**src/hdl/lcs_pkg.sv**
```systemverilog
// Shared package for the longest common substring block.
// Holds request codes, field widths, the controller state type and the
// command and status structs between the controller and the datapath.
`timescale 1ns / 1ps

package lcs_pkg;

  localparam int unsigned REQ_W   = 2;
  localparam int unsigned CODE_W  = 21;
  localparam int unsigned START_W = 6;
  localparam int unsigned LEN_W   = 7;

  localparam logic [REQ_W-1:0] REQ_FIRST  = 2'd0;
  localparam logic [REQ_W-1:0] REQ_SECOND = 2'd1;
  localparam logic [REQ_W-1:0] REQ_FINISH = 2'd2;

  typedef enum logic [2:0] {
    ST_IDLE,
    ST_ROWLOAD,
    ST_WALK,
    ST_DRAIN,
    ST_RESULT
  } lcs_state_e;

  typedef struct packed {
    logic app_first;
    logic app_second;
    logic start;
    logic row_fetch;
    logic step;
    logic next_row;
    logic emit;
  } lcs_cmd_t;

  typedef struct packed {
    logic empty;
    logic j_last;
    logic i_last;
    logic out_free;
  } lcs_sts_t;

endpackage

```
**src/hdl/longest_common_substring.sv**
```systemverilog
// Top level of the longest common substring block.
// Joins the lcs_ctrl state machine and the lcs_dp datapath; uses lcs_pkg.
//
//   Channel  Handshake               Fields
//   input    in_valid_i / in_stall_o req_type_i, char_code_i
//   output   out_valid_o/ out_stall_i match_start_o, match_len_o,
//                                    in_second_o, overflow_o
//
// Append requests are taken one per cycle.
// A finish request walks the kept DP row memory row by row, one inner
// character per cycle.
// Reset clears the counts, flags and result valid; the buffers need no clearing.
// Input stalls during a compute; output stalls hold the result register and
// delay only the next finish, not the appends.
`timescale 1ns / 1ps

module longest_common_substring #(
  parameter int unsigned MAX_CHARS = 64
) (
  input  logic                           clk_i,
  input  logic                           rst_ni,
  input  logic                           in_valid_i,
  output logic                           in_stall_o,
  input  logic [lcs_pkg::REQ_W-1:0]      req_type_i,
  input  logic [lcs_pkg::CODE_W-1:0]     char_code_i,
  output logic                           out_valid_o,
  input  logic                           out_stall_i,
  output logic [lcs_pkg::START_W-1:0]    match_start_o,
  output logic [lcs_pkg::LEN_W-1:0]      match_len_o,
  output logic                           in_second_o,
  output logic                           overflow_o
);
  import lcs_pkg::*;

  lcs_cmd_t cmd;
  lcs_sts_t sts;

  lcs_ctrl u_ctrl (
    .clk_i      (clk_i),
    .rst_ni     (rst_ni),
    .in_valid_i (in_valid_i),
    .in_stall_o (in_stall_o),
    .req_type_i (req_type_i),
    .sts_i      (sts),
    .cmd_o      (cmd)
  );

  lcs_dp #(
    .MAX_CHARS (MAX_CHARS)
  ) u_dp (
    .clk_i         (clk_i),
    .rst_ni        (rst_ni),
    .char_code_i   (char_code_i),
    .cmd_i         (cmd),
    .sts_o         (sts),
    .out_stall_i   (out_stall_i),
    .out_valid_o   (out_valid_o),
    .match_start_o (match_start_o),
    .match_len_o   (match_len_o),
    .in_second_o   (in_second_o),
    .overflow_o    (overflow_o)
  );

endmodule

```
**src/hdl/lcs_ctrl.sv**
```systemverilog
// Controller state machine for the longest common substring block.
// Sequences loading, the row walk and result hand-off; uses lcs_pkg.
`timescale 1ns / 1ps

module lcs_ctrl (
  input  logic                         clk_i,
  input  logic                         rst_ni,
  input  logic                         in_valid_i,
  output logic                         in_stall_o,
  input  logic [lcs_pkg::REQ_W-1:0]    req_type_i,
  input  lcs_pkg::lcs_sts_t            sts_i,
  output lcs_pkg::lcs_cmd_t            cmd_o
);
  import lcs_pkg::*;

  lcs_state_e state_q, state_d;
  logic       in_accept;

  assign in_accept = in_valid_i && (state_q == ST_IDLE);

  always_ff @(posedge clk_i or negedge rst_ni) begin
    if (!rst_ni) begin
      state_q <= ST_IDLE;
    end else begin
      state_q <= state_d;
    end
  end

  always_comb begin
    state_d = state_q;
    case (state_q)
      ST_IDLE: begin
        if (in_accept && (req_type_i == REQ_FINISH)) begin
          state_d = sts_i.empty ? ST_RESULT : ST_ROWLOAD;
        end
      end
      ST_ROWLOAD: begin
        state_d = ST_WALK;
      end
      ST_WALK: begin
        if (sts_i.j_last) begin
          state_d = sts_i.i_last ? ST_DRAIN : ST_ROWLOAD;
        end
      end
      ST_DRAIN: begin
        state_d = ST_RESULT;
      end
      ST_RESULT: begin
        if (sts_i.out_free) begin
          state_d = ST_IDLE;
        end
      end
      default: begin
        state_d = ST_IDLE;
      end
    endcase
  end

  always_comb begin
    cmd_o      = '0;
    in_stall_o = 1'b1;
    case (state_q)
      ST_IDLE: begin
        in_stall_o       = 1'b0;
        cmd_o.app_first  = in_accept && (req_type_i == REQ_FIRST);
        cmd_o.app_second = in_accept && (req_type_i == REQ_SECOND);
        cmd_o.start      = in_accept && (req_type_i == REQ_FINISH);
      end
      ST_ROWLOAD: begin
        cmd_o.row_fetch = 1'b1;
      end
      ST_WALK: begin
        cmd_o.step     = 1'b1;
        cmd_o.next_row = sts_i.j_last && !sts_i.i_last;
      end
      ST_RESULT: begin
        cmd_o.emit = sts_i.out_free;
      end
      default: begin
        cmd_o = '0;
      end
    endcase
  end

endmodule

```
**src/hdl/lcs_dp.sv**
```systemverilog
// Datapath for the longest common substring block: string buffers, the
// kept DP row, loop counters, best-match tracking and the result register.
// Driven by lcs_ctrl through the command and status structs of lcs_pkg.
`timescale 1ns / 1ps

module lcs_dp #(
  parameter int unsigned MAX_CHARS = 64
) (
  input  logic                           clk_i,
  input  logic                           rst_ni,
  input  logic [lcs_pkg::CODE_W-1:0]     char_code_i,
  input  lcs_pkg::lcs_cmd_t              cmd_i,
  output lcs_pkg::lcs_sts_t              sts_o,
  input  logic                           out_stall_i,
  output logic                           out_valid_o,
  output logic [lcs_pkg::START_W-1:0]    match_start_o,
  output logic [lcs_pkg::LEN_W-1:0]      match_len_o,
  output logic                           in_second_o,
  output logic                           overflow_o
);
  import lcs_pkg::*;

  localparam int unsigned AW = (MAX_CHARS > 1) ? $clog2(MAX_CHARS) : 1;
  localparam int unsigned CW = $clog2(MAX_CHARS + 1);
  localparam logic [CW-1:0] MAX_CNT = CW'(MAX_CHARS);
  localparam logic [CW-1:0] ONE     = CW'(1);

  logic [CODE_W-1:0] first_mem  [MAX_CHARS];
  logic [CODE_W-1:0] second_mem [MAX_CHARS];
  logic [CW-1:0]     row_mem    [MAX_CHARS+1];

  logic [CODE_W-1:0] first_rdata_q, second_rdata_q;
  logic [CW-1:0]     row_rdata_q;

  logic [CW-1:0] first_count_q, first_count_d;
  logic [CW-1:0] second_count_q, second_count_d;
  logic          dropped_q, dropped_d;
  logic          second_outer_q, second_outer_d;
  logic [CW-1:0] i_q, i_d;
  logic [CW-1:0] j_q, j_d;
  logic [CW-1:0] best_len_q, best_len_d;
  logic [CW-1:0] best_start_q, best_start_d;
  logic          b_valid_q, b_zero_q;
  logic [CW-1:0] b_j_q, b_i_q;
  logic          out_valid_q, out_valid_d;
  logic [START_W-1:0] match_start_q;
  logic [LEN_W-1:0]   match_len_q;
  logic               in_second_q, overflow_q;

  logic [CW-1:0]     n_outer, n_inner, im1, jm1, prev_run, run_v;
  logic [AW-1:0]     first_raddr, second_raddr;
  logic              first_we, second_we, first_re, second_re, hit;
  logic [CODE_W-1:0] outer_char, inner_char;

  assign n_outer = second_outer_q ? second_count_q : first_count_q;
  assign n_inner = second_outer_q ? first_count_q : second_count_q;
  assign im1     = i_q - ONE;
  assign jm1     = j_q - ONE;

  assign first_we  = cmd_i.app_first && (first_count_q < MAX_CNT);
  assign second_we = cmd_i.app_second && (second_count_q < MAX_CNT);
  assign first_re  = second_outer_q ? cmd_i.step : cmd_i.row_fetch;
  assign second_re = second_outer_q ? cmd_i.row_fetch : cmd_i.step;
  assign first_raddr  = second_outer_q ? jm1[AW-1:0] : im1[AW-1:0];
  assign second_raddr = second_outer_q ? im1[AW-1:0] : jm1[AW-1:0];

  assign outer_char = second_outer_q ? second_rdata_q : first_rdata_q;
  assign inner_char = second_outer_q ? first_rdata_q : second_rdata_q;
  assign hit        = (outer_char == inner_char);
  assign prev_run   = b_zero_q ? '0 : row_rdata_q;
  assign run_v      = prev_run + ONE;

  always_ff @(posedge clk_i) begin
    if (first_we) begin
      first_mem[first_count_q[AW-1:0]] <= char_code_i;
    end
    if (first_re) begin
      first_rdata_q <= first_mem[first_raddr];
    end
  end

  always_ff @(posedge clk_i) begin
    if (second_we) begin
      second_mem[second_count_q[AW-1:0]] <= char_code_i;
    end
    if (second_re) begin
      second_rdata_q <= second_mem[second_raddr];
    end
  end

  // The previous row's entry is read in the cycle before the compare.
  always_ff @(posedge clk_i) begin
    if (b_valid_q) begin
      row_mem[b_j_q] <= hit ? run_v : '0;
    end
    if (cmd_i.step) begin
      row_rdata_q <= row_mem[jm1];
    end
  end

  always_comb begin
    first_count_d  = first_count_q;
    second_count_d = second_count_q;
    dropped_d      = dropped_q;
    second_outer_d = second_outer_q;
    i_d            = i_q;
    j_d            = j_q;
    best_len_d     = best_len_q;
    best_start_d   = best_start_q;
    out_valid_d    = out_valid_q && out_stall_i;
    if (cmd_i.app_first) begin
      if (first_we) begin
        first_count_d = first_count_q + ONE;
      end else begin
        dropped_d = 1'b1;
      end
    end
    if (cmd_i.app_second) begin
      if (second_we) begin
        second_count_d = second_count_q + ONE;
      end else begin
        dropped_d = 1'b1;
      end
    end
    if (cmd_i.start) begin
      second_outer_d = first_count_q > second_count_q;
      i_d            = ONE;
      best_len_d     = '0;
      best_start_d   = '0;
    end
    if (cmd_i.row_fetch) begin
      j_d = n_inner;
    end
    if (cmd_i.step) begin
      j_d = jm1;
    end
    if (cmd_i.next_row) begin
      i_d = i_q + ONE;
    end
    if (b_valid_q && hit && (run_v > best_len_q)) begin
      best_len_d   = run_v;
      best_start_d = b_i_q - run_v;
    end
    if (cmd_i.emit) begin
      first_count_d  = '0;
      second_count_d = '0;
      dropped_d      = 1'b0;
      out_valid_d    = 1'b1;
    end
  end

  always_ff @(posedge clk_i or negedge rst_ni) begin
    if (!rst_ni) begin
      first_count_q  <= '0;
      second_count_q <= '0;
      dropped_q      <= 1'b0;
      second_outer_q <= 1'b0;
      i_q            <= '0;
      j_q            <= '0;
      best_len_q     <= '0;
      best_start_q   <= '0;
      b_valid_q      <= 1'b0;
      out_valid_q    <= 1'b0;
    end else begin
      first_count_q  <= first_count_d;
      second_count_q <= second_count_d;
      dropped_q      <= dropped_d;
      second_outer_q <= second_outer_d;
      i_q            <= i_d;
      j_q            <= j_d;
      best_len_q     <= best_len_d;
      best_start_q   <= best_start_d;
      b_valid_q      <= cmd_i.step;
      out_valid_q    <= out_valid_d;
    end
  end

  always_ff @(posedge clk_i) begin
    if (cmd_i.step) begin
      b_j_q    <= j_q;
      b_i_q    <= i_q;
      b_zero_q <= (i_q == ONE) || (j_q == ONE);
    end
    if (cmd_i.emit) begin
      match_start_q <= START_W'(best_start_q);
      match_len_q   <= LEN_W'(best_len_q);
      in_second_q   <= second_outer_q;
      overflow_q    <= dropped_q;
    end
  end

  assign sts_o.empty    = (first_count_q == '0) || (second_count_q == '0);
  assign sts_o.j_last   = (j_q == ONE);
  assign sts_o.i_last   = (i_q == n_outer);
  assign sts_o.out_free = !out_valid_q || !out_stall_i;

  assign out_valid_o   = out_valid_q;
  assign match_start_o = match_start_q;
  assign match_len_o   = match_len_q;
  assign in_second_o   = in_second_q;
  assign overflow_o    = overflow_q;

  a_step_in_range: assert property (@(posedge clk_i) disable iff (!rst_ni)
    cmd_i.step |-> (j_q != '0) && (j_q <= n_inner) && (i_q <= n_outer))
    else $error("DP step issued outside the string bounds.");

  a_count_bound: assert property (@(posedge clk_i) disable iff (!rst_ni)
    (first_count_q <= MAX_CNT) && (second_count_q <= MAX_CNT))
    else $error("Character count exceeds the buffer size.");

  a_best_bound: assert property (@(posedge clk_i) disable iff (!rst_ni)
    cmd_i.emit |-> (best_len_q <= first_count_q) && (best_len_q <= second_count_q))
    else $error("Match length exceeds a string length.");

  a_emit_free: assert property (@(posedge clk_i) disable iff (!rst_ni)
    cmd_i.emit |-> (!out_valid_q || !out_stall_i))
    else $error("Result register loaded while a result is still held.");

endmodule
```
**config.mk**
```make
export PLATFORM = sky130hd
export DESIGN_NAME = longest_common_substring
export DESIGN_NICKNAME = d
export VERILOG_FILES = /design/src/hdl/lcs_pkg.sv /design/src/hdl/longest_common_substring.sv /design/src/hdl/lcs_ctrl.sv /design/src/hdl/lcs_dp.sv
export SDC_FILE = /design/constraint.sdc
export NUM_CORES = 2
export LEC_CHECK = 0
export ABC_CLOCK_PERIOD_IN_PS = 3980
export BUFFER_PORTS_ARGS = -buffer_cell sky130_fd_sc_hd__clkbuf_2
export CORE_MARGIN = 2
export CORE_UTILIZATION = 50
export CTS_CLUSTER_SIZE = 14
export DETAILED_ROUTE_END_ITERATION = 7
export GPL_TIMING_DRIVEN = 0
export PLACE_DENSITY = 0.68
export SYNTH_ARGS = -nofsm -noshare
export SYNTH_HDL_FRONTEND = slang
export SYNTH_SLANG_ARGS = --single-unit
```
**constraint.sdc**
```tcl
create_clock -name clk_i -period 3.98 [get_ports clk_i]
set_clock_uncertainty 0.15 [all_clocks]
set_input_delay 0.796 -clock clk_i [delete_from_list [all_inputs] [get_ports clk_i]]
set_output_delay 0.796 -clock clk_i [all_outputs]
set_load 0.005 [all_outputs]
```
==> results_dict.tcl <==
set metrics [dict create \
    finalNonFillerCells 11293 \
    cp_max_fo 10 \
    maxCapViolations 0 \
    vias 71743 \
    cts_tree "yes" \
    violations "negative setup slack" \
    overflow 0 \
    grt_max_degree 129 \
    final_antenna_net_count 0 \
    rr_worst_depth 9 \
    grt_pass1_wl_mm 503 \
    muxShareOfSynthArea_pct 11.3 \
    cts_buffers 342 \
    power_density_nw_per_um2 755 \
    synth-xor-area-share_pct 0.389 \
    yosys.area_share.simple_pct 5.63 \
    synth_common_cells "edfxtp_1, nor2_1, nand2_1, mux4_2, o21ai_0" \
    synthAdderAreaFrac_pct 0.287 \
    period_minus_slack_ps 4240 \
    synth.distinct_cells 89 \
    dieArea_um2 261000 \
    clock-sinks 3269 \
    synth_compound_gate_area_share_pct 4.42 \
    vdd_drop_max_uv 494 \
    synthFlopType "edfxtp_1" \
    dp_cells 10604 \
    setup_violations 190 \
    post_drt_wl_per_cell_um 31.2 \
    cts_root_buffer "clkbuf_16" \
    hp-start "char_code_i[15]" \
    antenna_found_initial 17 \
    start_util_pct 50.4 \
    viasPerCell 6.35 \
    dpl.hpwl_mm 228 \
    slew_viol_final 0 \
    synthesis.nets 7091 \
    grt_pass1_vias 69850 \
    grt_use_total_pct 27.0 \
    drtIter0Drc 10482 \
    reg2reg_to "u_dp.first_rdata_q[10]" \
    syn_to_final_growth_pct 17.5 \
    clkSlewWorstSetupHoldPaths_ps 60 \
    crit_path_end_kind "flip-flop" \
    synth.avg_cell_area_um2 18.2 \
    finalWirelength_mm 353 \
    synth_top_family_by_area "multiplexers" \
    start_kind "flip-flop" \
    synthTopCellsByArea "edfxtp_1, mux4_2, nor2_1" \
    holdPathEnd "u_dp.second_mem[34][15]" \
    die_y_um 510 \
    yosysWarnings 0 \
    worstSkewPairLatency_ps 950 \
    hold_slack_ps 59.6 \
    portBuffers 43 \
    fin_util_pct 59.2 \
    cts_max_level 5 \
    rows 185 \
    setup_slack_ps -264 \
    coreArea_um2 255000 \
    netlist_area_um2 128000 \
    yosysSeqAreaShare_pct 76.4 \
    drtPass1Iterations 8 \
    die_width_um 510 \
    drive_above_1_share_pct 25.3 \
    drc 0 \
    synth_top_cell_area_share_pct 75.4 \
    synth_most_common_cell "edfxtp_1" \
    r2r-start "u_dp.j_q[2]" \
    crit_type "reg -> reg" \
    place_congestion 0.976 \
    slew_headroom_pct 4.65 \
    io_pins 44 \
    worst_slew_pin_slew_ps 1430 \
    clock_path_buffers 4 \
    fmax_mhz 236 \
    grt_setup_unrepaired "yes" \
    ys_ff_latch 3269 \
    hold_depth 1 \
    p_total_uw 114000 \
    final_hold_viol_count 0 \
    p_leak_uw 0.0490 \
    synth_top_cell_by_area "edfxtp_1" \
    synth_edf_count 3221 \
    postSynthCellCount 7036 \
    fin_nets 7731 \
    ys_async_sr_fraction_pct 1.47 \
    crit_required_ps 4620 \
    hold_class "in -> reg" \
    crit_arrival_ps 4880 \
    rrSetupSlack_ps -260 \
    finalCritPeriodShare_pct 107 \
    nFillCells 18077 \
    status "complete, but fails checks" \
]
==> repair_timing <==
action | in CTS | in global routing
gates cloned | 2 | 1
endpoints found under the setup margin | 1710 | 865
hold endpoints to repair | 56 | 0
gates resized for setup | 568 | 100
pin swaps | 53 | 30
hold buffers | 5 | 0
setup buffers | 73 | 22
==> cells in the final DEF (no fill, tap or decap), drive strengths merged, types with 94 or more instances in the layout <==
| cell | count |
|---|---|
| mux4 | 558 |
| edfxtp | 3221 |
| mux2i | 188 |
| clkbuf | 634 |
| buf | 487 |
| o21ai | 250 |
| o22ai | 94 |
| nor2 | 663 |
| nand2 | 597 |
| a211oi | 95 |
| nand3 | 136 |
| clkinv | 122 |
==> stage by stage <==
step	setup WS, ps	area (um2)	setup TNS, ps
3_5_place_dp	-2660	136000	-910670
6_report	-264	151000	-13770
5_1_grt	-238	151000	-37850
2_1_floorplan	141	128000	0
4_1_cts	-229	150000	-22000
3_3_place_gp	-2780	133000	-4266660
==> per-layer routing <==
metal,global-route usage (%),up-vias,part of all wire (%)
li1,-,29584,-
met1,37.5,37095,38
met2,40.7,4232,46
met3,5.55,826,10
met4,14.1,6,5.8
met5,0,-,0.013
==> worst max-delay path, cell delays in order, from the launching register on <==
cell and delay (ps):
dfrtp_1 430, buf_6 190, or3_4 440, nor4_4 350
nor2_4 120, a31oi_4 400, nor2_4 110, buf_6 170
a222oi_1 1190, and4b_2 540
==> worst max-delay path by stage <==
stage / startpoint / to / slack (ps) / cells after the start
after floorplan: u_dp.j_q[0] / u_dp.row_rdata_q[0] / 140 / 12
after global placement: u_dp.j_q[0] / u_dp.second_rdata_q[1] / -2780 / 15
after detailed placement: u_dp.j_q[0] / u_dp.second_rdata_q[0] / -2660 / 15
after CTS: u_ctrl.state_q[0] / u_dp.first_mem[27][8] / -230 / 7
after global routing: u_ctrl.state_q[0] / u_dp.second_mem[18][5] / -240 / 7
final: u_dp.j_q[2] / u_dp.first_rdata_q[10] / -260 / 9
==> logic make-up after synthesis <==
logic type      count (synthesis)
compound gates                818
xor+xnor                       57
fa+ha+maj                      29
buf+inv                       448
flops                        3269
mux                           750
simple gates                 1665
==> final cells by class <==
class                   instances  area [um2]  share of cell area [%]
clock buffers                 418        8980                    5.96
well taps                    3366        4210                    2.79
plain buffers                 406        2660                    1.77
clock inverters               165        1540                    1.02
diodes                         12        30.0                  0.0199
multi-input cells            3320       30600                    20.3
repair buffers                304        4630                    3.07
inverters                      33         141                  0.0938
flip-flops and latches       3269       97900                    65.0
==> where the power goes <==
part	internal, uW	switching, uW	leakage [uW]
clock network	17700	12900	0.00511
registers	38600	351	0.0305
logic	16000	28300	0.0134
==> sequential cells by signal (all words and copies together) (netlist names), 21 cells and up <==
name and flops:
u_dp.first_mem 1344, u_dp.second_rdata_q 21, u_dp.first_rdata_q 21, u_dp.row_mem 455
u_dp.second_mem 1344
Note: power is estimated with default switching activity, not from simulation.
